**src/rtl/ntt_queue.sv**
```systemverilog
// Two-entry queue that decouples the load front end from the transform engine.
// Depends on nothing.
module ntt_queue #(
   parameter int WIDTH = 37
) (
   input  logic             clock,
   input  logic             reset,
   input  logic             enq,
   input  logic [WIDTH-1:0] enq_data,
   output logic             full,
   input  logic             deq,
   output logic [WIDTH-1:0] deq_data,
   output logic             empty
);

   logic [WIDTH-1:0] slot_ff [2];
   logic       wr_ptr_ff, wr_ptr_in;
   logic       rd_ptr_ff, rd_ptr_in;
   logic [1:0] count_ff, count_in;

   // Pointer and occupancy update.
   always_comb begin
      wr_ptr_in = wr_ptr_ff ^ enq;
      rd_ptr_in = rd_ptr_ff ^ deq;
      count_in = count_ff + {1'b0, enq} - {1'b0, deq};
   end

   always_ff @(posedge clock) begin
      if (reset) begin
         wr_ptr_ff <= 1'b0;
         rd_ptr_ff <= 1'b0;
         count_ff <= '0;
      end else begin
         wr_ptr_ff <= wr_ptr_in;
         rd_ptr_ff <= rd_ptr_in;
         count_ff <= count_in;
      end
      if (enq) begin
         slot_ff[wr_ptr_ff] <= enq_data;
      end
   end

   assign full = count_ff[1];
   assign empty = (count_ff == 2'd0);
   assign deq_data = slot_ff[rd_ptr_ff];

endmodule

```
**config.mk**
```make
export PLATFORM = sky130hd
export DESIGN_NAME = ntt_queue
export DESIGN_NICKNAME = d
export VERILOG_FILES = /design/src/rtl/ntt_queue.sv
export SDC_FILE = /design/constraint.sdc
export NUM_CORES = 1
export LEC_CHECK = 0
export BUFFER_PORTS_ARGS = -buffer_cell sky130_fd_sc_hd__buf_2
export CORE_ASPECT_RATIO = 0.8
export CORE_MARGIN = 5
export CORE_UTILIZATION = 46
export CTS_CLUSTER_DIAMETER = 80
export CTS_CLUSTER_SIZE = 8
export DETAILED_ROUTE_END_ITERATION = 10
export PLACE_DENSITY = 0.74
export SLEW_MARGIN = 30
export SYNTH_ARGS = -nofsm -noshare
export SYNTH_HDL_FRONTEND = slang
export SYNTH_SLANG_ARGS = --single-unit
```
**constraint.sdc**
```tcl
create_clock -name clock -period 1.8 [get_ports clock]
set_input_delay 0.18 -clock clock [delete_from_list [all_inputs] [get_ports clock]]
set_output_delay 0.18 -clock clock [all_outputs]
set_load 0.005 [all_outputs]
```
==> metrics <==
post-placement cell area 3485 um^2; nets 271; P&R area growth vs syn 25.88%; clock slew at reported path FFs 0.08 ns; depth of the CTS H-tree 3; Place WS 0.4189 ns; Die Span X 99.52 um; Antenna diodes 0; die area 8122 um^2; grt ovf 0; initial antenna violation count 0; status completed; Rows 26; Die Ht 81.62 um; Final Cell Area 3712 um^2; first-pass iteration count of the detailed router 4; PD cells 1083 nW/um^2; number of I/O pins 80; IO Port Bufs 79; Worst path slowest cell dfxtp_4; Max Fanout on Critical Path 16; Hold Path Class primary input to flop; hpwl dp 3553 um; Ys Warns 0; top sig layer met4; final design utilization 58.82%; Initial Util 46.73%; Pins Over Slew Limit 0; FF-to-FF path depth 6; TritonCTS clock tree yes; Post-Syn Area 2949 um^2; Hold Violations, Final 0; ANT nets after route 0; All-Layer GR Usage 13.43%; Setup crit start kind flop; post-route clock skew 0.008336 ns; fillers 510; core region area 6311 um^2; CTS root buf clkbuf_8; final worst path period share 91.87%; Worst EP required 1.62 ns; critical-path cell list buf_12, mux2_4, buf_2; Buf/Inv on CP 2; largest net degree at the start of global routing 25; Worst path max stage delay 0.46 ns; CP endpoint kind output port; first-pass GRT wire length 7976 um; DR iter-0 viols 54; final setup TNS 0 ns; Max Freq 604.7 MHz; Yosys cell types 12; drt drc 0; RSZ-0062 raised after global routing no; cell family with most CP delay flip-flops; Crit Path Class flop to output port; share of cells above drive strength 1 60.17%; wire length on met2 2528 um; max cap viols 0; Seq cells post-synth 78; syn_area_per_cell 22.17 um^2; Mapped Cells 133; final setup fails 0; final wirelength 5011 um; met1 wire length 2012 um; most common cell after layout, fill and taps aside buf_2; static leakage 1.457 nW; Post-CTS Setup Inserts 0; hold path depth 1; Worst path depth 3; Synth Net Count 178; met3 WL 408 um; measured slew at the worst slew-check pin 0.3230 ns; vias in the first global route 1,607; Clk Latency, worst-skew pair 0.35 ns; Setup WS post-layout 0.1464 ns; worst path arrival time 1.47 ns; peak supply drop 0.5401 mV; clk buf depth 2; via count 1,491; via/cell ratio 4.733; RePlAce Congestion 0.7278; Rel. slew slack 78.46%; clock sinks 78; post-route minimum period 1.654 ns; commonest cells after routing, fill and taps aside 79 x buf_2, 74 x edfxtp_1, 20 x mux2_4; post-DR wirelength/cell 15.91 um; CTS Buf Count 9; post-synthesis sequential area ratio 78.07%
## cell type report
| cell class | instances | area, um^2 | area share (%) |
|---|---|---|---|
| clock buffer | 11 | 131.4 | 3.539 |
| inverter | 3 | 11.26 | 0.3033 |
| clock inverter | 5 | 83.83 | 2.258 |
| timing repair buffer | 86 | 475.5 | 12.81 |
| sequential | 78 | 2306 | 62.12 |
| multi-input combinational | 48 | 599.3 | 16.14 |
| tap | 84 | 105.1 | 2.831 |
## cells in the mapped netlist
library cell,n,area share (%)
mux2_4,20,10
inv_1,3,0.38
buf_6,3,1.1
xnor2_1,1,0.30
buf_4,1,0.25
ha_1,4,1.7
edfxtp_1,74,75
nor2_1,4,0.51
xnor3_1,1,0.76
nor2b_1,1,0.21
dfxtp_1,4,2.7
mux2_2,17,6.5
## worst paths after layout
path / start / endpoint / slack [ns]
min reg2reg: wr_ptr_ff$_SDFF_PP0_ / wr_ptr_ff$_SDFF_PP0_ / 0.57
max reg2reg: count_ff[0]$_SDFF_PP0_ / count_ff[1]$_SDFF_PP0_ / 0.60
min: enq_data[34] / slot_ff[1][34]$_DFFE_PP_ / 0.02
max: rd_ptr_ff$_SDFF_PP0_ / deq_data[12] / 0.15
## power by group
part / total (mW) / internal (mW) / switching, mW
combinational: 0.478 / 0.276 / 0.202
clock: 1.38 / 0.783 / 0.598
sequential: 2.16 / 2.12 / 0.0441
## what timing repair did
action	in CTS	in global routing
gates resized for setup	0	1
endpoints found under the hold margin	0	1
hold buffers	0	1
setup endpoints to repair	0	12
## metal layers
layer / up-vias / track usage, %
met5: - / 0
met4: 0 / 5.321
met3: 10 / 5.263
met2: 53 / 23.12
met1: 729 / 15.22
li1: 699 / -
## flip-flops by register name (all words and copies together), names as in the netlist
| register | flops |
|---|---|
| rd_ptr_ff | 1 |
| slot_ff | 74 |
| wr_ptr_ff | 1 |
| count_ff | 2 |
## through the flow
step	hold slack [ns]	cells	power (mW)
2_1_floorplan	0.2467	133	2.466
3_3_place_gp	0.3668	298	2.671
3_5_place_dp	0.3714	298	2.690
4_1_cts	0.003579	314	4.071
5_1_grt	0.001274	315	4.216
6_report	0.01940	315	4.019
## worst reg2reg max path, delay by kind of cell (launching register included)
kind | cells | cell delay, ns
xor gates and xnor gates | 1 | 0.20
adders and majority gates | 2 | 0.41
buffers and inverters | 2 | 0.11
DFF | 1 | 0.34
and+or+nand+nor | 1 | 0.08
## kinds of logic after synthesis
kind of cell	count (synthesis)	synth area share, %
DFF	78	78.07
xor gates and xnor gates	2	1.061
buffers and inverters	7	1.782
adders and majority gates	4	1.697
and+or+nand+nor	5	0.7212
muxes	37	16.67
(Power assumes the default switching activity.)
