[src/rtl/ntt_pkg.sv]
// Shared types, constants and small arithmetic helpers for the radix-2 NTT block.
// Depends on nothing; ntt_modmul, ntt_front, ntt_back and the top level import it.
package ntt_pkg;

   // Residue width and the fixed prime modulus (119 * 2^23 + 1).
   localparam int CW = 30;
   localparam logic [31:0] MODULUS = 32'd998244353;
   localparam int ROOT_ORDER_LOG = 23;
   localparam int SQW = $clog2(ROOT_ORDER_LOG + 1);

   // Register indexes of the configuration port.
   localparam int CSR_IDX_W = 2;
   localparam logic [CSR_IDX_W-1:0] CSR_INVERSE_MODE = 2'd0;
   localparam logic [CSR_IDX_W-1:0] CSR_LOG_SIZE = 2'd1;
   localparam logic [CSR_IDX_W-1:0] CSR_ROOT_FORWARD = 2'd2;
   localparam logic [CSR_IDX_W-1:0] CSR_ROOT_BACKWARD = 2'd3;

   // Configuration handed from the register file to the transform engine.
   typedef struct packed {
      logic inverse;
      logic [CW-1:0] root_fwd;
      logic [CW-1:0] root_bwd;
   } ntt_cfg_type;

   // A 30-bit value is below twice the modulus, so one subtraction reduces it.
   function automatic logic [CW-1:0] reduce_once(input logic [CW-1:0] x);
      logic [CW:0] wide;
      wide = {1'b0, x};
      if (wide >= MODULUS[CW:0]) begin
         wide = wide - MODULUS[CW:0];
      end
      return wide[CW-1:0];
   endfunction

   // Inverse of 2^s modulo the prime: since 2^23 divides MODULUS - 1,
   // it equals MODULUS - (MODULUS - 1) / 2^s.
   function automatic logic [CW-1:0] inv_pow2(input logic [2:0] s);
      logic [31:0] val;
      val = MODULUS - ((MODULUS - 32'd1) >> s);
      return val[CW-1:0];
   endfunction

endpackage

[src/rtl/ntt_front.sv]
// Load front end: accepts residues, reduces them and tags the one that completes a set.
// Depends on ntt_pkg.
module ntt_front
   import ntt_pkg::*;
#(
   parameter int AW = 6,
   parameter int SW = 3
) (
   input  logic               clock,
   input  logic               reset,
   input  logic               req_push,
   input  logic [CW-1:0]      req_coefficient_in,
   output logic               req_full,
   input  logic [SW-1:0]      eff_log,
   input  logic               q_full,
   output logic               q_enq,
   output logic [CW+AW:0]     q_data
);

   logic [6:0] load_count_ff, load_count_in;
   logic [7:0] next_count;
   logic [7:0] size_n;
   logic       last;

   // A transaction completes the set when the count reaches the size in use.
   always_comb begin
      next_count = {1'b0, load_count_ff} + 8'd1;
      size_n = 8'd1 << eff_log;
      last = (next_count >= size_n);
      q_enq = req_push && !q_full;
      load_count_in = load_count_ff;
      if (q_enq) begin
         load_count_in = last ? 7'd0 : next_count[6:0];
      end
   end

   always_ff @(posedge clock) begin
      if (reset) begin
         load_count_ff <= '0;
      end else begin
         load_count_ff <= load_count_in;
      end
   end

   assign req_full = q_full;
   assign q_data = {last, load_count_ff[AW-1:0], reduce_once(req_coefficient_in)};

endmodule

[config.mk]
export PLATFORM = sky130hd
export DESIGN_NAME = ntt_front
export DESIGN_NICKNAME = d
export VERILOG_FILES = /design/src/rtl/ntt_pkg.sv /design/src/rtl/ntt_front.sv
export SDC_FILE = /design/constraint.sdc
export NUM_CORES = 1
export LEC_CHECK = 0
export BUFFER_PORTS_ARGS = -buffer_cell sky130_fd_sc_hd__buf_2
export CAP_MARGIN = 20
export CORE_MARGIN = 2
export CORE_UTILIZATION = 40
export DETAILED_ROUTE_END_ITERATION = 12
export PLACE_DENSITY = 0.71
export SYNTH_ARGS = -nofsm -noshare
export SYNTH_HDL_FRONTEND = slang
export SYNTH_SLANG_ARGS = --single-unit
[constraint.sdc]
create_clock -name clock -period 5.55 [get_ports clock]
set_input_delay 1.11 -clock clock [delete_from_list [all_inputs] [get_ports clock]]
set_output_delay 1.11 -clock clock [all_outputs]
set_load 0.02 [all_outputs]
==> impl_metrics.csv <==
group,metric,value,unit
clock_network,cts_num_sinks,7,
critical_path,slowest_stage,"or3b_2",
sta,fin_skew,7.28,ps
status,status,"complete, no violations",
clock_network,clk_path_buf_depth,2,
pwr,p_sw_frac,0.390,
clock_network,clk_pin_slew,50,ps
floorplan,start_util,0.415,
sta,slew-limit-headroom,0.586,
logic_synthesis,synth_top_area_cell,"xor2_1",
logic_synthesis,yosysWarnings,0,
clock_network,htree_levels,1,
logic_synthesis,syn_avg_cell_area,7.72,um2
sta,setup_viol,0,
critical_path,cp_max_fo,13,
floorplan,io_pins,76,
routing,ant_nets,0,
critical_path,path_buf_inv,4,
grt,grt_max_degree,19,
critical_path,cp_top_family,"simple AND/OR/NAND/NOR gates",
placement,hpwl,3010,um
sta,hold_viol_final,0,
cells_and_area,num-fill-cells,387,
placement,preCtsSetupSlack,847,ps
logic_synthesis,async_flop_share,0,
placement,port_buffers,75,
cells_and_area,layout.cells.non_filler,310,
pwr,powerDensity,117,nW/um2
sta,fin_ws,835,ps
clock_network,insertion_delay,230,ps
cells_and_area,nets,311,
critical_path,end_kind,"output port",
routing,drt_iter0_drc,51,
logic_synthesis,synth_area,1520,um2
sta,rsz0062_at_grt,"no",
floorplan,num_rows,22,
logic_synthesis,synth_nets,245,
worst_hold_path,holdCritPathClass,"reg2reg",
logic_synthesis,yosys_register_bits,7,
pwr,power.internal,0.000137,W
grt,grt_overflow,0,
logic_synthesis,yosysUniqueCellTypes,40,
pwr,clkPwrFrac,0.325,
logic_synthesis,synth_top_area_frac,0.150,
routing,viasPerCell,5.41,
cells_and_area,diodes,0,
logic_synthesis,synthTopCellsByArea,"xor2_1 15%, dfxtp_1 9.2%, ha_1 9.1%, buf_4 4.4%, nand3b_1 4.4%",
critical_path,path_cells,"buf_2 > inv_1 > ha_1 > or3b_2 > nor4_1 > a21oi_1 > nor3_2 > buf_4 > nor3_1 > xor2_1 > buf_2",
grt,antenna_found_initial,0,
clock_network,cts_root_buffer,"clkbuf_8",
sta,period_minus_slack,4720,ps
placement,dp_cells,306,
critical_path,worstPathArrival,3610,ps
pwr,p_leak,0.927,nW
placement,gp_congestion,0.825,
clock_network,cts_resized,0,
logic_synthesis,synth_edf_count,0,
grt,grt_pass1_wl,6310,um
sta,timing.fmax,212,MHz
critical_path,crit_type,"in2out",
pwr,power_frac_comb,0.442,
logic_synthesis,synth_flop_cell,"dfxtp_1",
routing,dr.pass1.iters,4,
sta,tightest_slew,618,ps
cells_and_area,area_delta_synth_final,25.8,%
pwr,seq_power_share,0.233,
run,maxCapViolCount,0,
cells_and_area,largest_register,"load_count_ff",
logic_synthesis,synthMostInstantiatedCell,"xor2_1",
logic_synthesis,syn_inst,197,
clock_network,postCtsHoldBufs,0,
cells_and_area,drive_above_1_share,0.359,
clock_network,cts_buffers,3,
cells_and_area,largest_reg_flops,7,
cells_and_area,multi_input_area,1260,um2
critical_path,slowest_delay,590,ps
sta,period_share,0.850,
worst_hold_path,hold_start,"load_count_ff[1]$_SDFFE_PP0P_",
critical_path,required,4440,ps
floorplan,core,3660,um2
pwr,p_sw,0.0000875,W
grt,grt_pass1_vias,1437,
logic_synthesis,ys_top_cells_by_count,"26 x xor2_1, 13 x nor2_1, 12 x nand2_1, 11 x ha_1, 10 x nor3_1",
routing,wl_per_cell,12.2,um
floorplan,die_area,4310,um2
critical_path,reg2reg_from,"load_count_ff[0]$_SDFFE_PP0P_",
clock_network,postCtsSetupBuffers,0,
routing,vias,1677,
cells_and_area,reg_top3,"load_count_ff (7)",
grt,grt_usage,0.177,
clock_network,cts_tree,"built",
pwr,ir_worst_vdd,0.0000750,V
floorplan,die_h,65.7,um
pwr,total_power,0.000224,W
sta,maxSlewViolCount,0,
routing,drt_wl_total,3780,um
routing,route.detailed.drc,0,
sta,finalSetupTns,0,ps
floorplan,die_width,65.7,um
critical_path,worstSetupStartpoint,"req_coefficient_in[1]",
critical_path,setup.worst_path.start_class,"input pin",
cells_and_area,ff_latch_area,140,um2
logic_synthesis,yosysSeqAreaShare,0.0922,
critical_path,worst_path_most_repeated_cell,"buf_2",
==> per-stage QoR <==
step / utilization / instance area (um2) / hold WS, ps
after floorplan: - / 1520 / 458
after global placement: 0.510 / 1870 / 470
after detailed placement: 0.510 / 1870 / 476
after CTS: 0.523 / 1910 / 482
after global routing: 0.523 / 1910 / 540
final: 0.523 / 1910 / 485
==> power by group through the flow <==
stage                     Sequential (W)  Combinational [W]  Clock [W]
after CTS                      0.0000523          0.0000996  0.0000733
after global routing           0.0000523           0.000109  0.0000764
after global placement         0.0000532          0.0000986          0
after detailed placement       0.0000532          0.0000990          0
after floorplan                0.0000529          0.0000593          0
final                          0.0000522          0.0000992  0.0000730
==> layout make-up <==
cell class,instances,share of cell area
multi-input combinational,170,0.659
timing repair buffer,77,0.204
sequential,7,0.0733
tap,48,0.0314
clock buffer,3,0.0216
inverter,4,0.00785
clock inverter,1,0.00262
==> worst paths after layout <==
| path | cells past startpoint | end | slack (ps) |
|---|---|---|---|
| worst max-delay path | 11 | q_data[10] | 830 |
| worst min-delay path | 2 | load_count_ff[1]$_SDFFE_PP0P_ | 480 |
| worst max register to register | 9 | load_count_ff[0]$_SDFFE_PP0P_ | 2790 |
| worst min register to register | 2 | load_count_ff[1]$_SDFFE_PP0P_ | 480 |
==> kinds of logic after synthesis <==
| kind of cell | after synthesis | share of synthesized area |
|---|---|---|
| xor gates and xnor gates | 30 | 0.173 |
| AOI/OAI and AO/OA | 25 | 0.112 |
| buffers and inverters | 20 | 0.0815 |
| and+or+nand+nor | 103 | 0.444 |
| adders and majority gates | 11 | 0.0905 |
| DFF | 7 | 0.0922 |
| muxes | 1 | 0.00658 |
==> tightest hold or removal path, cell delays in order (launching register included) <==
cell and delay (ps):
dfxtp_1 320, nand2_1 60, a21oi_1 50
==> per-layer routing <==
| layer | share of wire | global-route usage | wire length, um |
|---|---|---|---|
| met1 | 0.48 | 0.249 | 1830 |
| met2 | 0.46 | 0.285 | 1740 |
| met4 | 0.0077 | 0.0391 | 29 |
| met5 | 0 | 0 | 0 |
| met3 | 0.047 | 0.0223 | 178 |
==> cells in the final DEF (no fill, tap or decap), types with 2 or more instances in the layout <==
cell      Yosys  layout
a21o_1        4       4
a21oi_1       6       6
and3_1        5       5
buf_2         0      75
buf_4         9       2
clkbuf_8      0       3
dfxtp_1       7       7
ha_1         11      11
inv_1         4       4
nand2_1      12      12
nand2b_1      3       3
nand3_1       4       4
nand3b_1      9       9
nand4_1       2       2
nor2_1       13      13
nor3_1       10       9
nor3_2        3       4
nor3b_1       7       7
nor4_1        7       7
nor4_2        2       2
nor4b_1       5       5
nor4b_2       2       2
o21a_1        3       3
o21ai_0       4       4
o221ai_1      5       5
or3_1         5       5
or3b_2        2       2
or4_1         5       5
or4_4         2       2
xnor2_1       4       4
xor2_1       26      26
(Power assumes the default switching activity.)
